### src/sfsc_pkg.sv
// ----------------------------------------------------------------------------
// sfsc_pkg: shared definitions for the sensor frame sync and checksum unit
// Frame geometry, header bytes and the result record passed between modules.
// ----------------------------------------------------------------------------
package sfsc_pkg;

  localparam int unsigned FRAME_BYTES = 32;  // legal range 12..64
  localparam int unsigned POS_W       = 6;
  localparam int unsigned HDR_BYTES   = 4;
  localparam int unsigned NUM_WORDS   = 3;
  localparam int unsigned WORD_BASE   = 4;   // offset of the first PM word

  localparam logic [POS_W-1:0] POS_LAST  = POS_W'(FRAME_BYTES - 1);
  localparam logic [POS_W-1:0] POS_CHKHI = POS_W'(FRAME_BYTES - 2);

  localparam logic [7:0] HDR_B0 = 8'h42;
  localparam logic [7:0] HDR_B1 = 8'h4D;
  localparam logic [7:0] HDR_B2 = 8'h00;
  localparam logic [7:0] HDR_B3 = 8'h1C;

  typedef struct packed {
    logic        valid;
    logic        frame_ok;
    logic [15:0] pm_small;
    logic [15:0] pm_medium;
    logic [15:0] pm_large;
  } sfsc_result_t;

  function automatic logic [7:0] hdr_byte(input logic [1:0] idx);
    logic [7:0] b;
    case (idx)
      2'd0:    b = HDR_B0;
      2'd1:    b = HDR_B1;
      2'd2:    b = HDR_B2;
      2'd3:    b = HDR_B3;
      default: b = HDR_B0;
    endcase
    return b;
  endfunction

endpackage

### src/sfsc_core.sv
// ----------------------------------------------------------------------------
// sfsc_core: frame tracker
// Holds position, running sum, captured PM words and checksum high byte.
// Computes the result for the presented byte; state moves on when step_en.
// ----------------------------------------------------------------------------
module sfsc_core (
  input  logic                  clk,
  input  logic                  rst_n,
  input  logic                  step_en,
  input  logic [7:0]            rx_byte,
  output sfsc_pkg::sfsc_result_t result
);
  import sfsc_pkg::*;

  logic [POS_W-1:0] pos_r, pos_nxt;
  logic [15:0]      sum_r, sum_nxt;
  logic [15:0]      words_r [NUM_WORDS];
  logic [15:0]      words_nxt [NUM_WORDS];
  logic [7:0]       chk_hi_r, chk_hi_nxt;
  logic             in_hdr, at_last;
  logic [15:0]      byte_ext;

  assign in_hdr   = (pos_r < POS_W'(HDR_BYTES));
  assign at_last  = (pos_r >= POS_LAST);
  assign byte_ext = {8'h00, rx_byte};

  always_comb begin
    pos_nxt    = pos_r;
    sum_nxt    = sum_r;
    chk_hi_nxt = chk_hi_r;
    for (int i = 0; i < NUM_WORDS; i++) begin
      words_nxt[i] = words_r[i];
    end

    if (in_hdr) begin
      if (rx_byte == hdr_byte(pos_r[1:0])) begin
        sum_nxt = ((pos_r == '0) ? 16'h0000 : sum_r) + byte_ext;
        pos_nxt = pos_r + 1'b1;
      end else begin
        // mismatching byte is dropped, not retried as a start byte
        pos_nxt = '0;
        sum_nxt = '0;
      end
    end else if (at_last) begin
      pos_nxt = '0;
      sum_nxt = '0;
    end else begin
      if (pos_r == POS_CHKHI) begin
        chk_hi_nxt = rx_byte;
      end else begin
        sum_nxt = sum_r + byte_ext;
        for (int i = 0; i < NUM_WORDS; i++) begin
          if (pos_r == POS_W'(WORD_BASE + 2 * i)) begin
            words_nxt[i] = {rx_byte, words_r[i][7:0]};
          end
          if (pos_r == POS_W'(WORD_BASE + 2 * i + 1)) begin
            words_nxt[i] = {words_r[i][15:8], rx_byte};
          end
        end
      end
      pos_nxt = pos_r + 1'b1;
    end
  end

  always_comb begin
    result.valid     = at_last && !in_hdr;
    result.frame_ok  = ({chk_hi_r, rx_byte} == sum_r);
    result.pm_small  = words_r[0];
    result.pm_medium = words_r[1];
    result.pm_large  = words_r[2];
  end

  always_ff @(posedge clk) begin
    if (!rst_n) begin
      pos_r    <= '0;
      sum_r    <= '0;
      chk_hi_r <= '0;
      for (int i = 0; i < NUM_WORDS; i++) begin
        words_r[i] <= '0;
      end
    end else if (step_en) begin
      pos_r    <= pos_nxt;
      sum_r    <= sum_nxt;
      chk_hi_r <= chk_hi_nxt;
      for (int i = 0; i < NUM_WORDS; i++) begin
        words_r[i] <= words_nxt[i];
      end
    end
  end

endmodule

### src/sensor_frame_sync_checksum_unit.sv
// ----------------------------------------------------------------------------
// sensor_frame_sync_checksum_unit: particulate sensor frame parser
// Header sync, 16-bit wrapping checksum and PM word capture, one byte a time.
// ----------------------------------------------------------------------------
// Channel  Dir  Handshake               Payload
// in_      in   in_valid / in_ready     in_rx_byte[7:0]
// out_     out  out_valid / out_ready   out_frame_ok, out_pm_small/medium/large
//
// One byte per cycle sustained unless a held result stalls a frame's last byte:
// input register, one stage of update logic, result register.
// A result appears only for the last byte of a frame.
// Synchronous active-low reset clears frame state and both valid flags.
// A held result stalls only a byte that itself ends a frame.
// ----------------------------------------------------------------------------
module sensor_frame_sync_checksum_unit (
  input  logic        clk,
  input  logic        rst_n,
  input  logic        in_valid,
  output logic        in_ready,
  input  logic [7:0]  in_rx_byte,
  output logic        out_valid,
  input  logic        out_ready,
  output logic        out_frame_ok,
  output logic [15:0] out_pm_small,
  output logic [15:0] out_pm_medium,
  output logic [15:0] out_pm_large
);
  import sfsc_pkg::*;

  logic         in_vld_r;
  logic [7:0]   in_byte_r;
  logic         out_vld_r;
  sfsc_result_t res;
  sfsc_result_t out_r;
  logic         advance;

  sfsc_core u_core (
    .clk     (clk),
    .rst_n   (rst_n),
    .step_en (advance),
    .rx_byte (in_byte_r),
    .result  (res)
  );

  // a byte without a result never waits on the output side
  assign advance  = in_vld_r && (!res.valid || !out_vld_r || out_ready);
  assign in_ready = !in_vld_r || advance;

  always_ff @(posedge clk) begin
    if (!rst_n) begin
      in_vld_r <= 1'b0;
    end else if (in_ready) begin
      in_vld_r <= in_valid;
    end
  end

  always_ff @(posedge clk) begin
    if (in_valid && in_ready) begin
      in_byte_r <= in_rx_byte;
    end
  end

  always_ff @(posedge clk) begin
    if (!rst_n) begin
      out_vld_r <= 1'b0;
    end else if (advance && res.valid) begin
      out_vld_r <= 1'b1;
    end else if (out_ready) begin
      out_vld_r <= 1'b0;
    end
  end

  always_ff @(posedge clk) begin
    if (advance && res.valid) begin
      out_r <= res;
    end
  end

  assign out_valid     = out_vld_r;
  assign out_frame_ok  = out_r.frame_ok;
  assign out_pm_small  = out_r.pm_small;
  assign out_pm_medium = out_r.pm_medium;
  assign out_pm_large  = out_r.pm_large;

endmodule

### config.mk
export PLATFORM = sky130hd
export DESIGN_NAME = sensor_frame_sync_checksum_unit
export DESIGN_NICKNAME = d
export VERILOG_FILES = /design/src/sfsc_pkg.sv /design/src/sfsc_core.sv /design/src/sensor_frame_sync_checksum_unit.sv
export SDC_FILE = /design/constraint.sdc
export NUM_CORES = 1
export LEC_CHECK = 0
export BUFFER_PORTS_ARGS = -buffer_cell sky130_fd_sc_hd__buf_2
export CORE_MARGIN = 2
export CORE_UTILIZATION = 55
export CTS_CLUSTER_DIAMETER = 100
export DETAILED_ROUTE_END_ITERATION = 12
export PLACE_DENSITY = 0.74
export SYNTH_ARGS = -nofsm -noshare
export SYNTH_HDL_FRONTEND = slang
export SYNTH_SLANG_ARGS = --single-unit
### constraint.sdc
create_clock -name clk -period 11.2 [get_ports clk]
set_input_delay 1.68 -clock clk [delete_from_list [all_inputs] [get_ports clk]]
set_output_delay 1.68 -clock clk [all_outputs]
set_load 0.01 [all_outputs]
# After elaboration in Yosys (flattened, before gate mapping)
# Memory sizes are Yosys's and may differ from the RTL's.
# Index checks and enable logic that the tools add are counted.
# Widths: inputs -> output; s select.
dict set report classes {
  bitwise_logic 5
  n_eq_ne 13
  order_cmp 2
  n_addsub 3
  n_reduce_logical 16
  n_mux 28
}
# operator n
set ops {}
lappend ops {{$mux 16} 14}
lappend ops {{$mux 48} 3}
lappend ops {{$add 16x8->16} 2}
lappend ops {{$pmux 8 s4} 1}
lappend ops {{$eq 6x3->1 const B} 4}
lappend ops {{$mux 6} 3}
lappend ops {{$eq 16x16->1} 1}
lappend ops {{$eq 6x4->1 const B} 2}
lappend ops {{$eq 8x8->1} 1}
lappend ops {{$mux 8} 1}
lappend ops {{$add 6x1->6 const B} 1}
lappend ops {{$eq 6x5->1 const B} 1}
lappend ops {{$ge 6x5->1 const B} 1}
lappend ops {{$logic_not 6->1} 1}
lappend ops {{$lt 6x3->1 const B} 1}
lappend ops {{$mux 1} 6}
lappend ops {{$eq 2x2->1 const B} 2}
lappend ops {{$logic_and 1x1->1} 4}
lappend ops {{$logic_not 1->1} 4}
lappend ops {{$reduce_and 4->1} 1}
lappend ops {{$logic_or 1x1->1} 3}
lappend ops {{$ne 3x1->1 const B} 1}
lappend ops {{$or 1x1->1} 3}
lappend ops {{$eq 2x1->1 const B} 1}
lappend ops {{4 further kinds} 5}
dict set report totals {
  elab_cells 78
  input_bits 12
  mem_count 1
  mem_bits_rw 48
  output_inout_bits 51
  register_bits 89
}
# memory words word_bits rd rd_ports_with_merged_regs write_ports line
set mem_list {}
lappend mem_list {u_core.words_r 3 16 3 0 3 sfsc_core.sv:17} ;# logic [15:0] words_r [NUM_WORDS];

# Longest topological paths before layout
dict set report depth {
  ltp_word 11
  depth_mapped 14
  ltp_nobuf 13
}

# By module
# From an unflattened synthesis, not the netlist that was laid out.
dict set report unflattened {
  hier_cells 544
  area_unflattened_um2 6342.3
}
# mod area_each_um2 instances seq_area_each_um2 cells_per_inst
set modules_own_cells {}
lappend modules_own_cells {sfsc_core 4513.1 1 2042.0 475}
lappend modules_own_cells {sensor_frame_sync_checksum_unit 1829.3 1 1751.7 69}

# Worst setup path before layout
# OpenSTA, ideal clock, no wires.
dict set report synth_path {
  path_type {input to register}
  start {input out_ready}
  end {register out_r (netlist bit out_frame_ok), enable pin}
  required_time_ps 10744
  setup_ps 456
  path_slack_ps 6653
  t_arrival_ps 4091
  path_buffers 0
  stages 3
  cell_sequence {nand2b_1 > o211ai_4 > nor2_1}
}
dict set report synth_via {
  elab_chain_len 3
}
# item line
set synth_lines {}
lappend synth_lines {{from (decl)} sensor_frame_sync_checksum_unit.sv:22} ;# input logic out_ready,
lappend synth_lines {{$logic_or 1x1->1} sensor_frame_sync_checksum_unit.sv:46} ;# assign advance = in_vld_r && (!res.valid || !out_vld_r || out_ready);
lappend synth_lines {{$logic_and 1x1->1} sensor_frame_sync_checksum_unit.sv:46}
lappend synth_lines {{$logic_and 1x1->1} sensor_frame_sync_checksum_unit.sv:74} ;# if (advance && res.valid) begin
lappend synth_lines {{to (signal assigned)} sensor_frame_sync_checksum_unit.sv:75} ;# out_r <= res;
lappend synth_lines {{to (decl)} sensor_frame_sync_checksum_unit.sv:34} ;# sfsc_result_t out_r;
# Every way passes these cells.
# A chain may end at the register's enable or synchronous reset.

# Final worst setup path
dict set report layout_path {
  start {input out_ready}
  end {output in_ready}
}
dict set report layout_via {
  elab_chain_len 3
}
# item line
set layout_lines {}
lappend layout_lines {{$logic_or 1x1->1} sensor_frame_sync_checksum_unit.sv:46}
lappend layout_lines {{$logic_and 1x1->1} sensor_frame_sync_checksum_unit.sv:46}
lappend layout_lines {{$logic_or 1x1->1} sensor_frame_sync_checksum_unit.sv:47} ;# assign in_ready = !in_vld_r || advance;
lappend layout_lines {{to (decl)} sensor_frame_sync_checksum_unit.sv:19} ;# output logic in_ready,
# Every way passes these cells.

==> flow_metrics.env <==
export IMPL_fp_dieH_um=112
export IMPL_wl_um=14000
export IMPL_use_met2_pct=39.2
export IMPL_grt_pass1_vias=4386
export IMPL_clkTransAtPathRegs_ns=0.06
export IMPL_routed_via_count=4360
export IMPL_p_leak_nw=2.92
export IMPL_yosys_area_share_simple_pct=15.7
export IMPL_slew_viol_final=0
export IMPL_crit_path_start_kind="input pin"
export IMPL_critPathLaunch="out_ready"
export IMPL_path_max_fanout=4
export IMPL_worst_slew_pin_slew_ns=1.29
export IMPL_drive_above_1_share_pct=18.6
export IMPL_synth_area_mux_share_pct=1.73
export IMPL_final_cells=740
export IMPL_finalSetupViolations=0
export IMPL_synth_compound_area_share_pct=13.0
export IMPL_yosysTopAreaCellShare_pct=49.4
export IMPL_crit_arrival_ns=2.48
export IMPL_vdd_ir_drop_worst_v=0.000139
export IMPL_cp_required_ns=9.52
export IMPL_hp_start="u_core.words_r[0][28]"
export IMPL_rsz0062_at_grt="no"
export IMPL_grt_remaining_overflow=0
export IMPL_cts_made_buffers=17
export IMPL_ys_warn_count=0
export IMPL_ys_seq_area_share_pct=59.5
export IMPL_ys_ff_latch=137
export IMPL_die_area_um2=12500
export IMPL_syn_avg_cell_area_um2=12.3
export IMPL_cp_end_kind="primary output"
export IMPL_avgRoutedWirePerCell_um=18.9
export IMPL_cap_viol_max_count=0
export IMPL_viasPerCell=5.89
export IMPL_track_usage_pct=23.3
export IMPL_timing_final_crit_share_pct=37.2
export IMPL_synth_ff_type="edfxtp_1"
export IMPL_finClkSkew_ns=0.00939
export IMPL_dr_first_iter_drc_count=354
export IMPL_hp_class="reg2reg"
export IMPL_initial_core_util_pct=56.1
export IMPL_synth_area_leaders="edfxtp_1 (49%), dfxtp_1 (10%), and2_1 (5.4%)"
export IMPL_synthAdderAreaFrac_pct=4.75
export IMPL_cts_root_buf="clkbuf_16"
export IMPL_syn_to_final_growth_pct=16.2
export IMPL_synthesis_area_um2=6380
export IMPL_fmax_ghz=0.240
export IMPL_num_rows=39
export IMPL_first_pass_iters=5
export IMPL_core_area_um2=11400
export IMPL_cts_sinks=137
export IMPL_post_cts_resized=0
export IMPL_detail_route_antenna_nets=0
export IMPL_synth_xor_xnor_area_share_pct=3.16
export IMPL_grt_busiest_layer="met2"
export IMPL_io_pins=63
export IMPL_numPortBuffers=62
export IMPL_hold_buffers=0
export IMPL_syn_num_nets=554
export IMPL_antenna_found_initial=0
export IMPL_grt_met1_usage_pct=28.5
export IMPL_cts_path_max_buffers=2
export IMPL_nNetsFinal=619
export IMPL_cts_setup_buffers=0
export IMPL_synth_cell_types=69
export IMPL_max_slew_margin_pct=13.6
export IMPL_gp_congestion=0.947
export IMPL_route_detailed_drc=0
export IMPL_cts_tree="done"
export IMPL_grt_use_met3_pct=7.35
export IMPL_yosysTopAreaCell="edfxtp_1"
export IMPL_syn_instance_count=519
export IMPL_grt_first_pass_wirelength_um=22400
export IMPL_grt_max_degree=46
export IMPL_fin_ws_ns=7.04
export IMPL_p_per_area_nw_per_um2=162
export IMPL_path_class="in2out"
export IMPL_hold_viol=0
export IMPL_fin_crit_ns=4.16
export IMPL_pre_cts_ws_ns=7.04
export IMPL_fillers=850
export IMPL_cts_htree_levels=4
export IMPL_r2r_start="u_core.pos_r[5]"
export IMPL_status="complete, no violations"
export IMPL_async_flop_share_pct=0
export IMPL_worstSkewPairLatency_ns=0.42
export IMPL_post_dp_hpwl_um=9220
export IMPL_num_antenna_cells=0
export IMPL_synth_edff_count=105
export IMPL_dp_cells=708
export IMPL_die_width_um=112
export IMPL_setup_tns_ns=0
export IMPL_synth_top_family_by_area="simple AND/OR/NAND/NOR gates"
## synth_stat cells, types with 3 or more instances
cell,number
buf_2,9
nand2_1,26
a211oi_1,8
a221oi_1,5
nand3_1,4
xnor2_1,19
nor3_1,15
nand2b_1,4
a21o_1,12
o21a_1,8
and2_1,55
inv_1,13
xor2_1,4
o21ai_0,11
a22oi_1,3
o22ai_1,4
clkbuf_1,6
and3_1,10
o31ai_1,3
edfxtp_1,105
a21oi_1,25
a31oi_1,5
nor4_1,3
dfxtp_1,32
o211a_1,4
nor2_1,36
mux2i_1,11
nand4_1,5
ha_1,21
## metrics by stage
stage	hold WS [ns]	area [um2]	power [mW]	utilization, %
3_3_place_gp	0.403	6800	0.631	59.8
3_5_place_dp	0.405	6800	0.633	59.8
5_1_grt	0.417	7420	1.24	65.2
2_1_floorplan	0.400	6380	0.614	-
6_report	0.410	7420	1.20	65.2
4_1_cts	0.415	7420	1.21	65.2
## state kept, by name, indices dropped and copies added (netlist names)
signal / flops
out_valid: 1
out_frame_ok: 1
u_core.chk_hi_r: 8
out_pm_small: 16
u_core.words_r: 48
u_core.pos_r: 6
u_core.sum_r: 16
in_vld_r: 1
out_pm_large: 16
out_pm_medium: 16
in_byte_r: 8
## worst max-delay path: stages
cell and delay [ns]:
buf_2 0.10, nand2b_1 0.21, or2_2 0.34, buf_2 0.15
## cell families after synthesis
family / after synthesis
muxes: 11
xor gates and xnor gates: 23
adders and majority gates: 23
buffers and inverters: 31
DFF: 137
and+or+nand+nor: 181
AOI/OAI and AO/OA: 113
## cell type report
cell class	count	area [um2]	area share [%]
clock inverter	15	191	2.58
sequential	137	3790	51.2
tap	143	179	2.41
clock buffer	17	425	5.74
inverter	13	48.8	0.658
timing repair buffer	64	325	4.39
multi-input combinational	351	2450	33.1
## path summary, 6_finish.rpt
check	to	slack, ns	cells after the start
hold / removal	out_pm_medium[12]	0.41	0
hold reg to reg	out_pm_medium[12]	0.41	0
setup / recovery	in_ready	7.04	4
setup reg to reg	u_core.sum_r[10]	7.76	12
## cells in the final DEF (no fill, tap or decap), drive strengths merged, types with 3 or more instances in the layout
master  count
inv        18
nand2b      4
buf        64
nor4        5
mux2i      11
nand4       6
xnor2      19
nor2       37
o22ai       4
o21ai      12
edfxtp    105
nand2      27
a21oi      26
nand3       4
a221oi      6
a22oi       3
bufinv      3
o31ai       3
and3       10
and2       56
a211oi      8
nor3       17
a31oi       6
dfxtp      32
clkbuf     17
o211a       4
clkinv      7
o21a        8
or2         3
ha         21
a21o       12
xor2        4
## report_power, final
part / switching, mW / internal (mW) / total (mW)
clock: 0.223 / 0.356 / 0.579
sequential: 0.0149 / 0.558 / 0.573
combinational: 0.0312 / 0.0198 / 0.0510
## per-layer routing
metal	vias to the layer above	routed length (um)
met5	-	0
met4	0	327
li1	2070	-
met3	30	1040
met2	166	6880
met1	2094	5760
Power figures use the tool's default switching activity.
